File: src/hdl/doi_pkg.sv
package doi_pkg;

   localparam int FRAC_BITS = 16;
   localparam int COEF_FRAC = 16;

   localparam logic [1:0] REQ_TICK    = 2'd0;
   localparam logic [1:0] REQ_HOLD    = 2'd1;
   localparam logic [1:0] REQ_RELEASE = 2'd2;

   localparam logic [1:0] CSR_MODE  = 2'd0;
   localparam logic [1:0] CSR_STIFF = 2'd1;
   localparam logic [1:0] CSR_DAMP  = 2'd2;

   localparam logic [23:0] STIFF_RESET = 24'd655360;
   localparam logic [23:0] DAMP_RESET  = 24'd32768;

   localparam logic signed [31:0] SAT_MAX = 32'sh7fffffff;
   localparam logic signed [31:0] SAT_MIN = -32'sh7fffffff - 32'sd1;

   // multiplier handshake between sequencer and serial multiplier
   typedef struct packed {
      logic               start;
      logic signed [31:0] a;
      logic [23:0]        b;
   } mul_req_type;

   typedef struct packed {
      logic               done;
      logic signed [31:0] q;
   } mul_rsp_type;

   function automatic logic signed [31:0] sat32(input logic signed [33:0] x);
      logic signed [31:0] r;
      if (x > 34'(SAT_MAX)) r = SAT_MAX;
      else if (x < 34'(SAT_MIN)) r = SAT_MIN;
      else r = x[31:0];
      return r;
   endfunction

   function automatic logic signed [31:0] add_sat(input logic signed [31:0] a,
                                                   input logic signed [31:0] b);
      return sat32(34'(a) + 34'(b));
   endfunction

   function automatic logic signed [31:0] halve(input logic signed [31:0] a);
      return a >>> 1;
   endfunction

endpackage

File: src/hdl/damped_oscillator_integrator_core.sv
// damped spring oscillator integrator, q16.16 angle and velocity. each req
// transfer gives one rsp transfer carrying the state after it. hold, release,
// inactive ticks and the unused request code go straight to the response; an
// euler tick uses four products and a runge-kutta tick sixteen, each taken by
// one shared bit-serial multiplier, and a runge-kutta tick adds two serial
// divides by six. the block takes one item at a time; csr writes are taken
// whenever no item is in work and no rsp transfer is waiting.
module damped_oscillator_integrator_core (
   input  logic               clock,
   input  logic               reset,
   input  logic               req_valid,
   output logic               req_stall,
   input  logic [1:0]         req_type,
   input  logic [15:0]        req_time_step,
   input  logic signed [31:0] req_hold_angle,
   output logic               rsp_valid,
   input  logic               rsp_stall,
   output logic signed [31:0] rsp_angle_out,
   output logic signed [31:0] rsp_velocity_out,
   output logic               rsp_moving,
   input  logic               csr_valid,
   output logic               csr_ready,
   input  logic [1:0]         csr_index,
   input  logic [23:0]        csr_data
);
   typedef enum logic [2:0] {
      ST_IDLE, ST_MUL, ST_WAIT, ST_DIV, ST_FIN, ST_OUT
   } state_type;

   // product slots: per stage kx, k*x, c*v, kv
   localparam logic [1:0] OP_KX = 2'd0, OP_KXP = 2'd1, OP_CVP = 2'd2, OP_KV = 2'd3;

   state_type          state_ff, state_in;
   logic               mode_ff;
   logic [23:0]        stiff_ff, damp_ff;
   logic signed [31:0] x_ff, v_ff;
   logic               active_ff;
   logic [15:0]        dt_ff;
   logic [1:0]         stg_ff;
   logic [1:0]         op_ff;
   logic signed [31:0] xs_ff, vs_ff;    // stage inputs
   logic signed [31:0] kxp_ff, kx_ff, acc_ff;
   logic signed [34:0] sx_ff, sv_ff;
   logic               rsp_valid_ff;
   logic signed [31:0] angle_o_ff, vel_o_ff;
   logic               moving_o_ff;
   // divide by six, restoring, one quotient bit per cycle
   logic [35:0]        dnum_ff;
   logic [35:0]        drem_ff;
   logic [35:0]        dq_ff;
   logic               dneg_ff;
   logic [5:0]         dcnt_ff;
   logic               dsel_ff;  // 0 angle, 1 velocity

   doi_pkg::mul_req_type mreq;
   doi_pkg::mul_rsp_type mrsp;

   doi_mul u_mul (.clock(clock), .reset(reset), .mreq(mreq), .mrsp(mrsp));

   logic signed [31:0] one_q;
   logic signed [31:0] hold_cl;
   logic signed [31:0] accel;
   logic signed [31:0] next_xs, next_vs, kq;
   logic [35:0]        rem_sh;
   logic signed [35:0] qdiv;

   assign one_q = 32'sd1 <<< doi_pkg::FRAC_BITS;
   always_comb begin
      if (req_hold_angle > one_q) hold_cl = one_q;
      else if (req_hold_angle < -one_q) hold_cl = -one_q;
      else hold_cl = req_hold_angle;
      accel = doi_pkg::sat32(-34'(kxp_ff) - 34'(mrsp.q));
      kq    = mrsp.q;
      // next runge-kutta stage inputs from kx_ff and kv (kq)
      if (stg_ff == 2'd2) begin
         next_xs = doi_pkg::add_sat(x_ff, kx_ff);
         next_vs = doi_pkg::add_sat(v_ff, kq);
      end else begin
         next_xs = doi_pkg::add_sat(x_ff, doi_pkg::halve(kx_ff));
         next_vs = doi_pkg::add_sat(v_ff, doi_pkg::halve(kq));
      end
      rem_sh = {drem_ff[34:0], dnum_ff[35]};
      qdiv   = dneg_ff ? -$signed(dq_ff) : $signed(dq_ff);
   end

   // multiplier operands by slot
   always_comb begin
      mreq.start = (state_ff == ST_MUL);
      mreq.a     = vs_ff;
      mreq.b     = {8'd0, dt_ff};
      unique case (op_ff)
         OP_KX:  begin mreq.a = vs_ff;  mreq.b = {8'd0, dt_ff}; end
         OP_KXP: begin mreq.a = xs_ff;  mreq.b = stiff_ff; end
         OP_CVP: begin mreq.a = vs_ff;  mreq.b = damp_ff; end
         OP_KV:  begin mreq.a = acc_ff; mreq.b = {8'd0, dt_ff}; end
         default: ;
      endcase
   end

   assign req_stall = (state_ff != ST_IDLE) || rsp_valid_ff;
   assign csr_ready = (state_ff == ST_IDLE) && !rsp_valid_ff;

   always_comb begin
      state_in = state_ff;
      unique case (state_ff)
         ST_IDLE: if (req_valid && !req_stall && req_type == doi_pkg::REQ_TICK && active_ff)
                     state_in = ST_MUL;
                  else if (req_valid && !req_stall) state_in = ST_OUT;
         ST_MUL:  state_in = ST_WAIT;
         ST_WAIT: if (mrsp.done) begin
                     if (op_ff == OP_KV && (mode_ff || stg_ff == 2'd3))
                        state_in = mode_ff ? ST_OUT : ST_DIV;
                     else state_in = ST_MUL;
                  end
         ST_DIV:  if (dcnt_ff == 6'd36) state_in = dsel_ff ? ST_FIN : ST_DIV;
         ST_FIN:  state_in = ST_OUT;
         ST_OUT:  state_in = ST_IDLE;
         default: state_in = ST_IDLE;
      endcase
   end

   always_ff @(posedge clock) begin
      if (reset) begin
         state_ff     <= ST_IDLE;
         mode_ff      <= 1'b0;
         stiff_ff     <= doi_pkg::STIFF_RESET;
         damp_ff      <= doi_pkg::DAMP_RESET;
         x_ff         <= '0;
         v_ff         <= '0;
         active_ff    <= 1'b0;
         rsp_valid_ff <= 1'b0;
         op_ff        <= OP_KX;
         stg_ff       <= '0;
      end else begin
         state_ff <= state_in;
         if (rsp_valid_ff && !rsp_stall) rsp_valid_ff <= 1'b0;
         if (csr_valid && csr_ready) begin
            unique case (csr_index)
               doi_pkg::CSR_MODE:  mode_ff  <= csr_data[0];
               doi_pkg::CSR_STIFF: stiff_ff <= csr_data;
               doi_pkg::CSR_DAMP:  damp_ff  <= csr_data;
               default: ;
            endcase
         end
         unique case (state_ff)
            ST_IDLE: if (req_valid && !req_stall) begin
               dt_ff  <= req_time_step;
               xs_ff  <= x_ff;
               vs_ff  <= v_ff;
               sx_ff  <= '0;
               sv_ff  <= '0;
               stg_ff <= '0;
               op_ff  <= OP_KX;
               if (req_type == doi_pkg::REQ_HOLD) begin
                  x_ff      <= hold_cl;
                  active_ff <= 1'b0;
               end else if (req_type == doi_pkg::REQ_RELEASE) begin
                  v_ff      <= '0;
                  active_ff <= 1'b1;
               end
            end
            ST_WAIT: if (mrsp.done) begin
               unique case (op_ff)
                  OP_KX: begin
                     kx_ff <= kq;
                     if (mode_ff) begin
                        // euler: position first, then force on new position
                        xs_ff <= doi_pkg::add_sat(x_ff, kq);
                        x_ff  <= doi_pkg::add_sat(x_ff, kq);
                     end
                     op_ff <= OP_KXP;
                  end
                  OP_KXP: begin kxp_ff <= kq; op_ff <= OP_CVP; end
                  OP_CVP: begin acc_ff <= accel; op_ff <= OP_KV; end
                  OP_KV: begin
                     op_ff <= OP_KX;
                     if (mode_ff) v_ff <= doi_pkg::add_sat(v_ff, kq);
                     else begin
                        if (stg_ff == 2'd1 || stg_ff == 2'd2) begin
                           sx_ff <= sx_ff + 35'(kx_ff) + 35'(kx_ff);
                           sv_ff <= sv_ff + 35'(kq) + 35'(kq);
                        end else begin
                           sx_ff <= sx_ff + 35'(kx_ff);
                           sv_ff <= sv_ff + 35'(kq);
                        end
                        xs_ff  <= next_xs;
                        vs_ff  <= next_vs;
                        stg_ff <= stg_ff + 2'd1;
                        if (stg_ff == 2'd3) begin
                           // load angle sum into divider: sign of s+3, magnitude plus five if negative
                           dsel_ff <= 1'b0;
                           dcnt_ff <= '0;
                           drem_ff <= '0;
                           dq_ff   <= '0;
                           begin
                              logic signed [35:0] t;
                              t = 36'(sx_ff) + 36'(kx_ff) + 36'sd3;
                              dneg_ff <= t[35];
                              dnum_ff <= t[35] ? 36'(-t) + 36'd5 : t;
                           end
                        end
                     end
                  end
                  default: ;
               endcase
            end
            ST_DIV: begin
               if (dcnt_ff != 6'd36) begin
                  dnum_ff <= dnum_ff << 1;
                  if (rem_sh >= 36'd6) begin
                     drem_ff <= rem_sh - 36'd6;
                     dq_ff   <= {dq_ff[34:0], 1'b1};
                  end else begin
                     drem_ff <= rem_sh;
                     dq_ff   <= {dq_ff[34:0], 1'b0};
                  end
                  dcnt_ff <= dcnt_ff + 6'd1;
               end else if (!dsel_ff) begin
                  // angle quotient ready, start velocity sum
                  x_ff    <= doi_pkg::sat32(34'(x_ff) + 34'(qdiv));
                  dsel_ff <= 1'b1;
                  dcnt_ff <= '0;
                  drem_ff <= '0;
                  dq_ff   <= '0;
                  begin
                     logic signed [35:0] t;
                     t = 36'(sv_ff) + 36'sd3;
                     dneg_ff <= t[35];
                     dnum_ff <= t[35] ? 36'(-t) + 36'd5 : t;
                  end
               end else begin
                  v_ff <= doi_pkg::sat32(34'(v_ff) + 34'(qdiv));
               end
            end
            ST_OUT: rsp_valid_ff <= 1'b1;
            default: ;
         endcase
      end
      if (state_ff == ST_OUT) begin
         angle_o_ff  <= x_ff;
         vel_o_ff    <= v_ff;
         moving_o_ff <= active_ff;
      end
   end

   assign rsp_valid        = rsp_valid_ff;
   assign rsp_angle_out    = angle_o_ff;
   assign rsp_velocity_out = vel_o_ff;
   assign rsp_moving       = moving_o_ff;
endmodule

File: src/hdl/doi_mul.sv
// bit-serial signed x unsigned multiply, one multiplier bit per cycle,
// rounded and saturated q16 result
module doi_mul (
   input  logic                clock,
   input  logic                reset,
   input  doi_pkg::mul_req_type mreq,
   output doi_pkg::mul_rsp_type mrsp
);
   logic signed [56:0] acc_ff, acc_in;
   logic signed [56:0] mcand_ff, mcand_in;
   logic [23:0]        mplier_ff, mplier_in;
   logic [4:0]         cnt_ff, cnt_in;
   logic               busy_ff, busy_in;
   logic               done_ff, done_in;
   logic signed [31:0] q_ff, q_in;
   logic signed [56:0] rnd;
   logic signed [40:0] shr;

   always_comb begin
      acc_in    = acc_ff;
      mcand_in  = mcand_ff;
      mplier_in = mplier_ff;
      cnt_in    = cnt_ff;
      busy_in   = busy_ff;
      done_in   = 1'b0;
      q_in      = q_ff;
      rnd       = acc_ff + 57'sd32768;
      shr       = 41'(rnd >>> doi_pkg::COEF_FRAC);
      if (mreq.start) begin
         acc_in    = '0;
         mcand_in  = 57'(mreq.a);
         mplier_in = mreq.b;
         cnt_in    = '0;
         busy_in   = 1'b1;
      end else if (busy_ff) begin
         if (mplier_ff[0]) acc_in = acc_ff + mcand_ff;
         mcand_in  = mcand_ff <<< 1;
         mplier_in = mplier_ff >> 1;
         cnt_in    = cnt_ff + 5'd1;
         if (cnt_ff == 5'd23) busy_in = 1'b0;
         if (cnt_ff == 5'd23) done_in = 1'b0;
      end else if (cnt_ff == 5'd24) begin
         if (shr > 41'(doi_pkg::SAT_MAX)) q_in = doi_pkg::SAT_MAX;
         else if (shr < 41'(doi_pkg::SAT_MIN)) q_in = doi_pkg::SAT_MIN;
         else q_in = shr[31:0];
         done_in = 1'b1;
         cnt_in  = '0;
      end
   end

   always_ff @(posedge clock) begin
      if (reset) begin
         busy_ff <= 1'b0;
         done_ff <= 1'b0;
         cnt_ff  <= '0;
      end else begin
         busy_ff <= busy_in;
         done_ff <= done_in;
         cnt_ff  <= cnt_in;
      end
      acc_ff    <= acc_in;
      mcand_ff  <= mcand_in;
      mplier_ff <= mplier_in;
      q_ff      <= q_in;
   end

   assign mrsp.done = done_ff;
   assign mrsp.q    = q_ff;
endmodule

File: config.mk
export PLATFORM = sky130hd
export DESIGN_NAME = damped_oscillator_integrator_core
export DESIGN_NICKNAME = d
export VERILOG_FILES = /design/src/hdl/doi_pkg.sv /design/src/hdl/damped_oscillator_integrator_core.sv /design/src/hdl/doi_mul.sv
export SDC_FILE = /design/constraint.sdc
export NUM_CORES = 2
export LEC_CHECK = 0
export BUFFER_PORTS_ARGS = -buffer_cell sky130_fd_sc_hd__buf_2
export CORE_MARGIN = 8
export CORE_UTILIZATION = 65
export DETAILED_ROUTE_END_ITERATION = 6
export PLACE_DENSITY = 0.83
export SLEW_MARGIN = 20
export SYNTH_ARGS = -nofsm -noshare
export SYNTH_HDL_FRONTEND = slang
export SYNTH_SLANG_ARGS = --single-unit
File: constraint.sdc
create_clock -name clock -period 13.9 [get_ports clock]
set_clock_uncertainty 0.05 [all_clocks]
set_input_delay 3.475 -clock clock [delete_from_list [all_inputs] [get_ports clock]]
set_output_delay 3.475 -clock clock [all_outputs]
set_load 0.005 [all_outputs]
== After elaboration in Yosys (flattened, before gate mapping) ==
Cells that the tools add are included.

* Bits in registers: 723
* Latch bits: 0
* Memory bits (writable): 0
* Memory bits (read-only): 0
* Output and inout bits: 68
* Memories: 0

* $add $sub $neg: 27
* Multipliers: 0
* Divide/modulo/power cells: 0
* Order comparisons: 21
* Equality and inequality tests: 38
* Shift-type cells: 0
* Muxes and demuxes: 130
* Bitwise operators: 3
* Reductions and logical operators: 47

{| class="wikitable"
|+ Operators with widths
! kind !! number
|-
| two-way mux 32 bit || 42
|-
| two-way mux 35 bit || 16
|-
| two-way mux 36 bit || 8
|-
| case mux 56 bit (4 select lines) || 1
|-
| case mux 35 bit (2 select lines) || 3
|-
| case mux 32 bit (2 select lines) || 3
|-
| case mux 32 bit (3 select lines) || 2
|-
| > comparator 33 x 32 -> 1 bit (second input constant) || 5
|-
| < comparator 33 x 32 -> 1 bit (second input constant) || 5
|-
| adder 35 x 32 -> 35 bit || 4
|-
| two-way mux 57 bit || 2
|-
| adder 36 x 3 -> 36 bit (second input constant) || 3
|-
| > comparator 34 x 32 -> 1 bit (second input constant) || 3
|-
| < comparator 34 x 32 -> 1 bit (second input constant) || 3
|-
| adder 32 x 32 -> 33 bit || 3
|-
| negator 36 bit || 2
|-
| case mux 36 bit (2 select lines) || 1
|-
| adder 32 x 34 -> 34 bit || 2
|-
| two-way mux 34 bit || 2
|-
| case mux 34 bit (2 select lines) || 1
|-
| adder 32 x 31 -> 33 bit || 2
|-
| adder 57 x 17 -> 57 bit (second input constant) || 1
|-
| adder 57 bit || 1
|-
| two-way mux 24 bit || 2
|-
| 55 further kinds || 149
|}

== Depth between registers and ports, before layout ==
* Depth in word-level cells: 10
* Depth in mapped cells: 24
* Gate-level depth less buffers: 24

== Cells and area by module ==
Synthesis repeated with hierarchy kept, for this count alone.

* Cells, all modules: 6975
* Area total of the unflattened synthesis: 60880.9 µm²

{| class="wikitable"
|+ Modules (own cells, without submodules)
! module !! instances !! cells an instance !! area each (µm²) !! seq. area each (µm²)
|-
| damped_oscillator_integrator_core || 1 || 5825 || 49824.0 || 15174.6
|-
| doi_mul || 1 || 1150 || 11056.9 || 4674.5
|}

== Worst setup path before layout ==
Ideal clock, no wire load.

* Kind: input -> register
* Start: input reset
* End: register dcnt_ff[0] (enable)
* Library setup time: 0.647 ns
* Data arrival time: 9.451 ns
* Slack: 3.752 ns
* Stages: 3
* Buffers on the path: 1
* Cell sequence: clkbuf_1 -> a211o_1 -> a31oi_1

* Longest elaborated chain between the ends: 2

{| class="wikitable"
|+ Ends and longest elaborated chain
! what !! RTL line !! RTL
|-
| start, declared || damped_oscillator_integrator_core.sv:10 || <nowiki>input logic reset,</nowiki>
|-
| NOT 1 bit (no line) || -- ||
|-
| AND reduction 7 bit (no line) || -- ||
|-
| end signal, assigned || damped_oscillator_integrator_core.sv:217 || <nowiki>dcnt_ff <= dcnt_ff + 6'd1;</nowiki>
|-
| end, declared || damped_oscillator_integrator_core.sv:52 || <nowiki>logic [5:0] dcnt_ff;</nowiki>
|}

No other way between the ends.
A chain may end at the register's enable or synchronous reset.

== Worst setup path in the final report ==
* Start: register kx_ff[2]
* End: register sx_ff[34] (data pin)

* Longest elaborated chain between the ends: 7

{| class="wikitable"
|+ Ends and longest elaborated chain
! what !! RTL line !! RTL
|-
| start, declared || damped_oscillator_integrator_core.sv:42 || <nowiki>logic signed [31:0] kxp_ff, kx_ff, acc_ff;</nowiki>
|-
| start signal, assigned || damped_oscillator_integrator_core.sv:165 || <nowiki>kx_ff <= kq;</nowiki>
|-
| adder 35 x 32 -> 35 bit || damped_oscillator_integrator_core.sv:180, damped_oscillator_integrator_core.sv:183 ||
|-
| adder 35 x 32 -> 35 bit || damped_oscillator_integrator_core.sv:180 || <nowiki>sx_ff <= sx_ff + 35'(kx_ff) + 35'(kx_ff);</nowiki>
|-
| two-way mux 35 bit (*) || damped_oscillator_integrator_core.sv:179 || <nowiki>if (stg_ff == 2'd1 || stg_ff == 2'd2) begin</nowiki>
|-
| two-way mux 35 bit (*) || damped_oscillator_integrator_core.sv:177 || <nowiki>if (mode_ff) v_ff <= doi_pkg::add_sat(v_ff, kq);</nowiki>
|-
| two-way mux 35 bit (*) || damped_oscillator_integrator_core.sv:163 || <nowiki>unique case (op_ff)</nowiki>
|-
| two-way mux 35 bit (*) || damped_oscillator_integrator_core.sv:162 || <nowiki>ST_WAIT: if (mrsp.done) begin</nowiki>
|-
| case mux 35 bit (2 select lines) (*) || damped_oscillator_integrator_core.sv:145 || <nowiki>unique case (state_ff)</nowiki>
|-
| end signal, assigned || damped_oscillator_integrator_core.sv:180 ||
|-
| end signal, assigned || damped_oscillator_integrator_core.sv:183 || <nowiki>sx_ff <= sx_ff + 35'(kx_ff);</nowiki>
|-
| end, declared || damped_oscillator_integrator_core.sv:43 || <nowiki>logic signed [34:0] sx_ff, sv_ff;</nowiki>
|}

Mark *: on every way between the ends. The rest lies on a longest branch, timed or not. The select of a mux whose other input is x is not followed.

==> results.tsv <==
metric	value	unit
synth-seq-area-share	33.6	%
ant_nets	0	
grt_pass1_vias	51541	
setup_slack	7.50	ns
hold_violations	0	
synth_top_cell_by_area	edfxtp_1	
cts_buffers	81	
cts.clk_slew.worst_paths	0.06	ns
cp_max_fo	5	
fin_setup_tns	0	ns
place_congestion	1.03	
path_class	reg2reg	
reg2reg_slack	7.50	ns
vias_per_cell	6.83	
routedWlPerCell	24.5	µm
critPathRequiredTime	14.25	ns
die-area	101000	µm²
cpMostUsedCell	a31oi_1	
synth_nets	7513	
finalCritPeriodShare	46.0	%
ctsHoldBuffers	0	
stdcell_count	8135	
first_iter_violations	7402	
fmax	156	MHz
status	finished with violations	
drt-total-wl	200	mm
max-slew-margin-rel	12.9	%
htreeDepth	3	
clock-root-buffer	clkbuf_16	
synthTopCellsByCount	a21oi_1, nor2_1, nand2_1, edfxtp_1, ha_1	
grt_start_max_net_pins	77	
dp_slack	7.14	ns
end_kind	flop	
syn_area_per_cell	8.63	µm²
fillers	6978	
synth_area_leaders	edfxtp_1, ha_1, a21oi_1	
rows	110	
postCtsResizedCells	0	
hpwlAfterDp	147	mm
grtUsageMet3	7.61	%
yosys_register_bits	723	
cp_data_arrival_time	6.75	ns
netlist_area	59100	µm²
power_density	194	nW/µm²
ys_types	95	
period_needed	6.40	ns
violations	design-rule violations	
report.final.setup_viol	0	
p_leak	0.0258	µW
start_util	65.7	%
cts_tree	built	
synthToLayoutAreaGrowth	7.94	%
synth_cells	6850	
die_w	318	µm
port_buffers	148	
layout-drive-gt1-share	6.47	%
hp-class	reg2reg	
clk_latency	0.69	ns
synth_edf_count	537	
cts_sinks	723	
cp-start-kind	flop	
rsz0062_at_grt	false	
maxCapViolCount	0	
vdd_drop_max	0.000166	V
path_cells	ha_1, fa_1, a31oi_1, a211oi_1, a311o_1, a41oi_1, o2bb2ai_1, o21bai_1, a31oi_1, xnor2_1, ha_1, and3_1, a311oi_1, a21boi_0, or3_1, a31oi_1, a31oi_1, xnor2_1, nor2_1, xnor2_1, nor2_1	
dieHeight	318	µm
busiest_layer	met2	
place_inst	7978	
grt_antenna_before_repair	18	
tightest_slew	1.30	ns
core	90000	µm²
fin_nets	7548	
slowest_stage	a21boi_0	
synth_top_area_share	27.3	%
num_io_pins	149	
route.detailed.drc	1	
clock_path_buffers	3	
maxSlewViolCount	0	
firstDrtPassIters	7	
grt_pass1_wl	301	mm
num_vias	55599	
synthArstFlopShare	0	%
yosysWarnings	0	
overflow	0	
synth-main-ff-cell	edfxtp_1	
postCtsSetupBuffers	0	
critical-path-max-stage-delay	0.62	ns
grt_util_met2	58.0	%
globalRouteMet1Util	49.5	%
yosys.cell_count.top_type	a21oi_1	
grt_use_total	37.5	%
-- state kept, by name, summed over array words and instances, names as in the netlist, 6 cells and up --
| name | count |
|---|---|
| rsp_velocity_out | 32 |
| dq_ff | 34 |
| sv_ff | 35 |
| acc_ff | 32 |
| kx_ff | 32 |
| dnum_ff | 36 |
| kxp_ff | 32 |
| u_mul.mplier_ff | 24 |
| drem_ff | 35 |
| u_mul.acc_ff | 57 |
| vs_ff | 32 |
| dt_ff | 16 |
| rsp_angle_out | 32 |
| dcnt_ff | 6 |
| u_mul.mcand_ff | 57 |
| xs_ff | 32 |
| x_ff | 32 |
| v_ff | 32 |
| sx_ff | 35 |
| u_mul.q_ff | 32 |
| stiff_ff | 24 |
| damp_ff | 24 |
-- layout by cell type, fill, tap and decap left out, types with 147 or more instances in the layout --
master	n
nor3_1	151
a21o_1	212
ha_1	534
xor2_1	229
edfxtp_1	537
dfxtp_1	186
nor2_1	664
nand2_1	640
xnor2_1	368
a21oi_1	781
inv_1	217
o21ai_0	476
buf_2	147
-- critical path: cells and delay by family, from the launching register on --
kind,cells,cell delay (ns)
xor+xnor,3,0.50
fa+ha+maj,3,1.08
flops,1,0.57
compound gates,11,3.29
simple gates,4,0.61
-- final timing paths --
path,from,to,cells past startpoint
worst max-delay path,kx_ff[2],sx_ff[34],21
worst min-delay path,stiff_ff[20],stiff_ff[20],2
worst max register to register,kx_ff[2],sx_ff[34],21
worst min register to register,stiff_ff[20],stiff_ff[20],2
-- area by class of cell --
class	instances	area, µm²	share of cell area [%]
multi-input combinational	5625	37600	58.9
sequential	723	19800	31.1
clock buffer	115	2300	3.60
tap	1176	1470	2.31
timing repair buffer	236	1400	2.20
inverter	218	818	1.28
clock inverter	34	368	0.577
antenna	8	20.0	0.0314
-- through the flow --
stage | area (µm²) | total power, µW | utilization, % | hold slack [ns]
4_1_cts | 63700 | 12200 | 70.8 | 0.405
5_1_grt | 63800 | 13100 | 70.8 | 0.419
6_report | 63800 | 12400 | 70.9 | 0.405
3_5_place_dp | 61100 | 9960 | 67.8 | 0.397
3_3_place_gp | 61100 | 9840 | 67.8 | 0.391
2_1_floorplan | 59100 | 8090 | - | 0.380
-- power breakdown --
| part | internal (µW) | total [µW] | switching [µW] | leakage, µW |
|---|---|---|---|---|
| sequential | 2960 | 3560 | 604 | 0.00652 |
| combinational | 2490 | 6640 | 4150 | 0.0180 |
| clock | 1250 | 2200 | 942 | 0.00129 |
| total | 6710 | 12400 | 5700 | 0.0258 |
-- kinds of logic (layout without fill, tap and decap cells) --
kind of cell	count (synthesis)	after routing	share of synthesized area (%)
adder cells (fa/ha/maj)	586	586	13.0
AND/OR/NAND/NOR	2106	2106	16.4
XOR/XNOR	599	599	8.89
multiplexers	22	22	0.375
other	0	8	0
flip-flops	723	723	33.6
buffers and inverters	502	603	3.24
AO/OA/AOI/OAI	2312	2312	24.5
-- metal layers --
| metal | share of wire, % | up-vias |
|---|---|---|
| met5 | 0.010 | - |
| met4 | 6.3 | 2 |
| met3 | 11 | 623 |
| met2 | 44 | 3130 |
| met1 | 39 | 26367 |
| li1 | - | 25477 |
No activity file was read; power rests on OpenSTA's default activity.
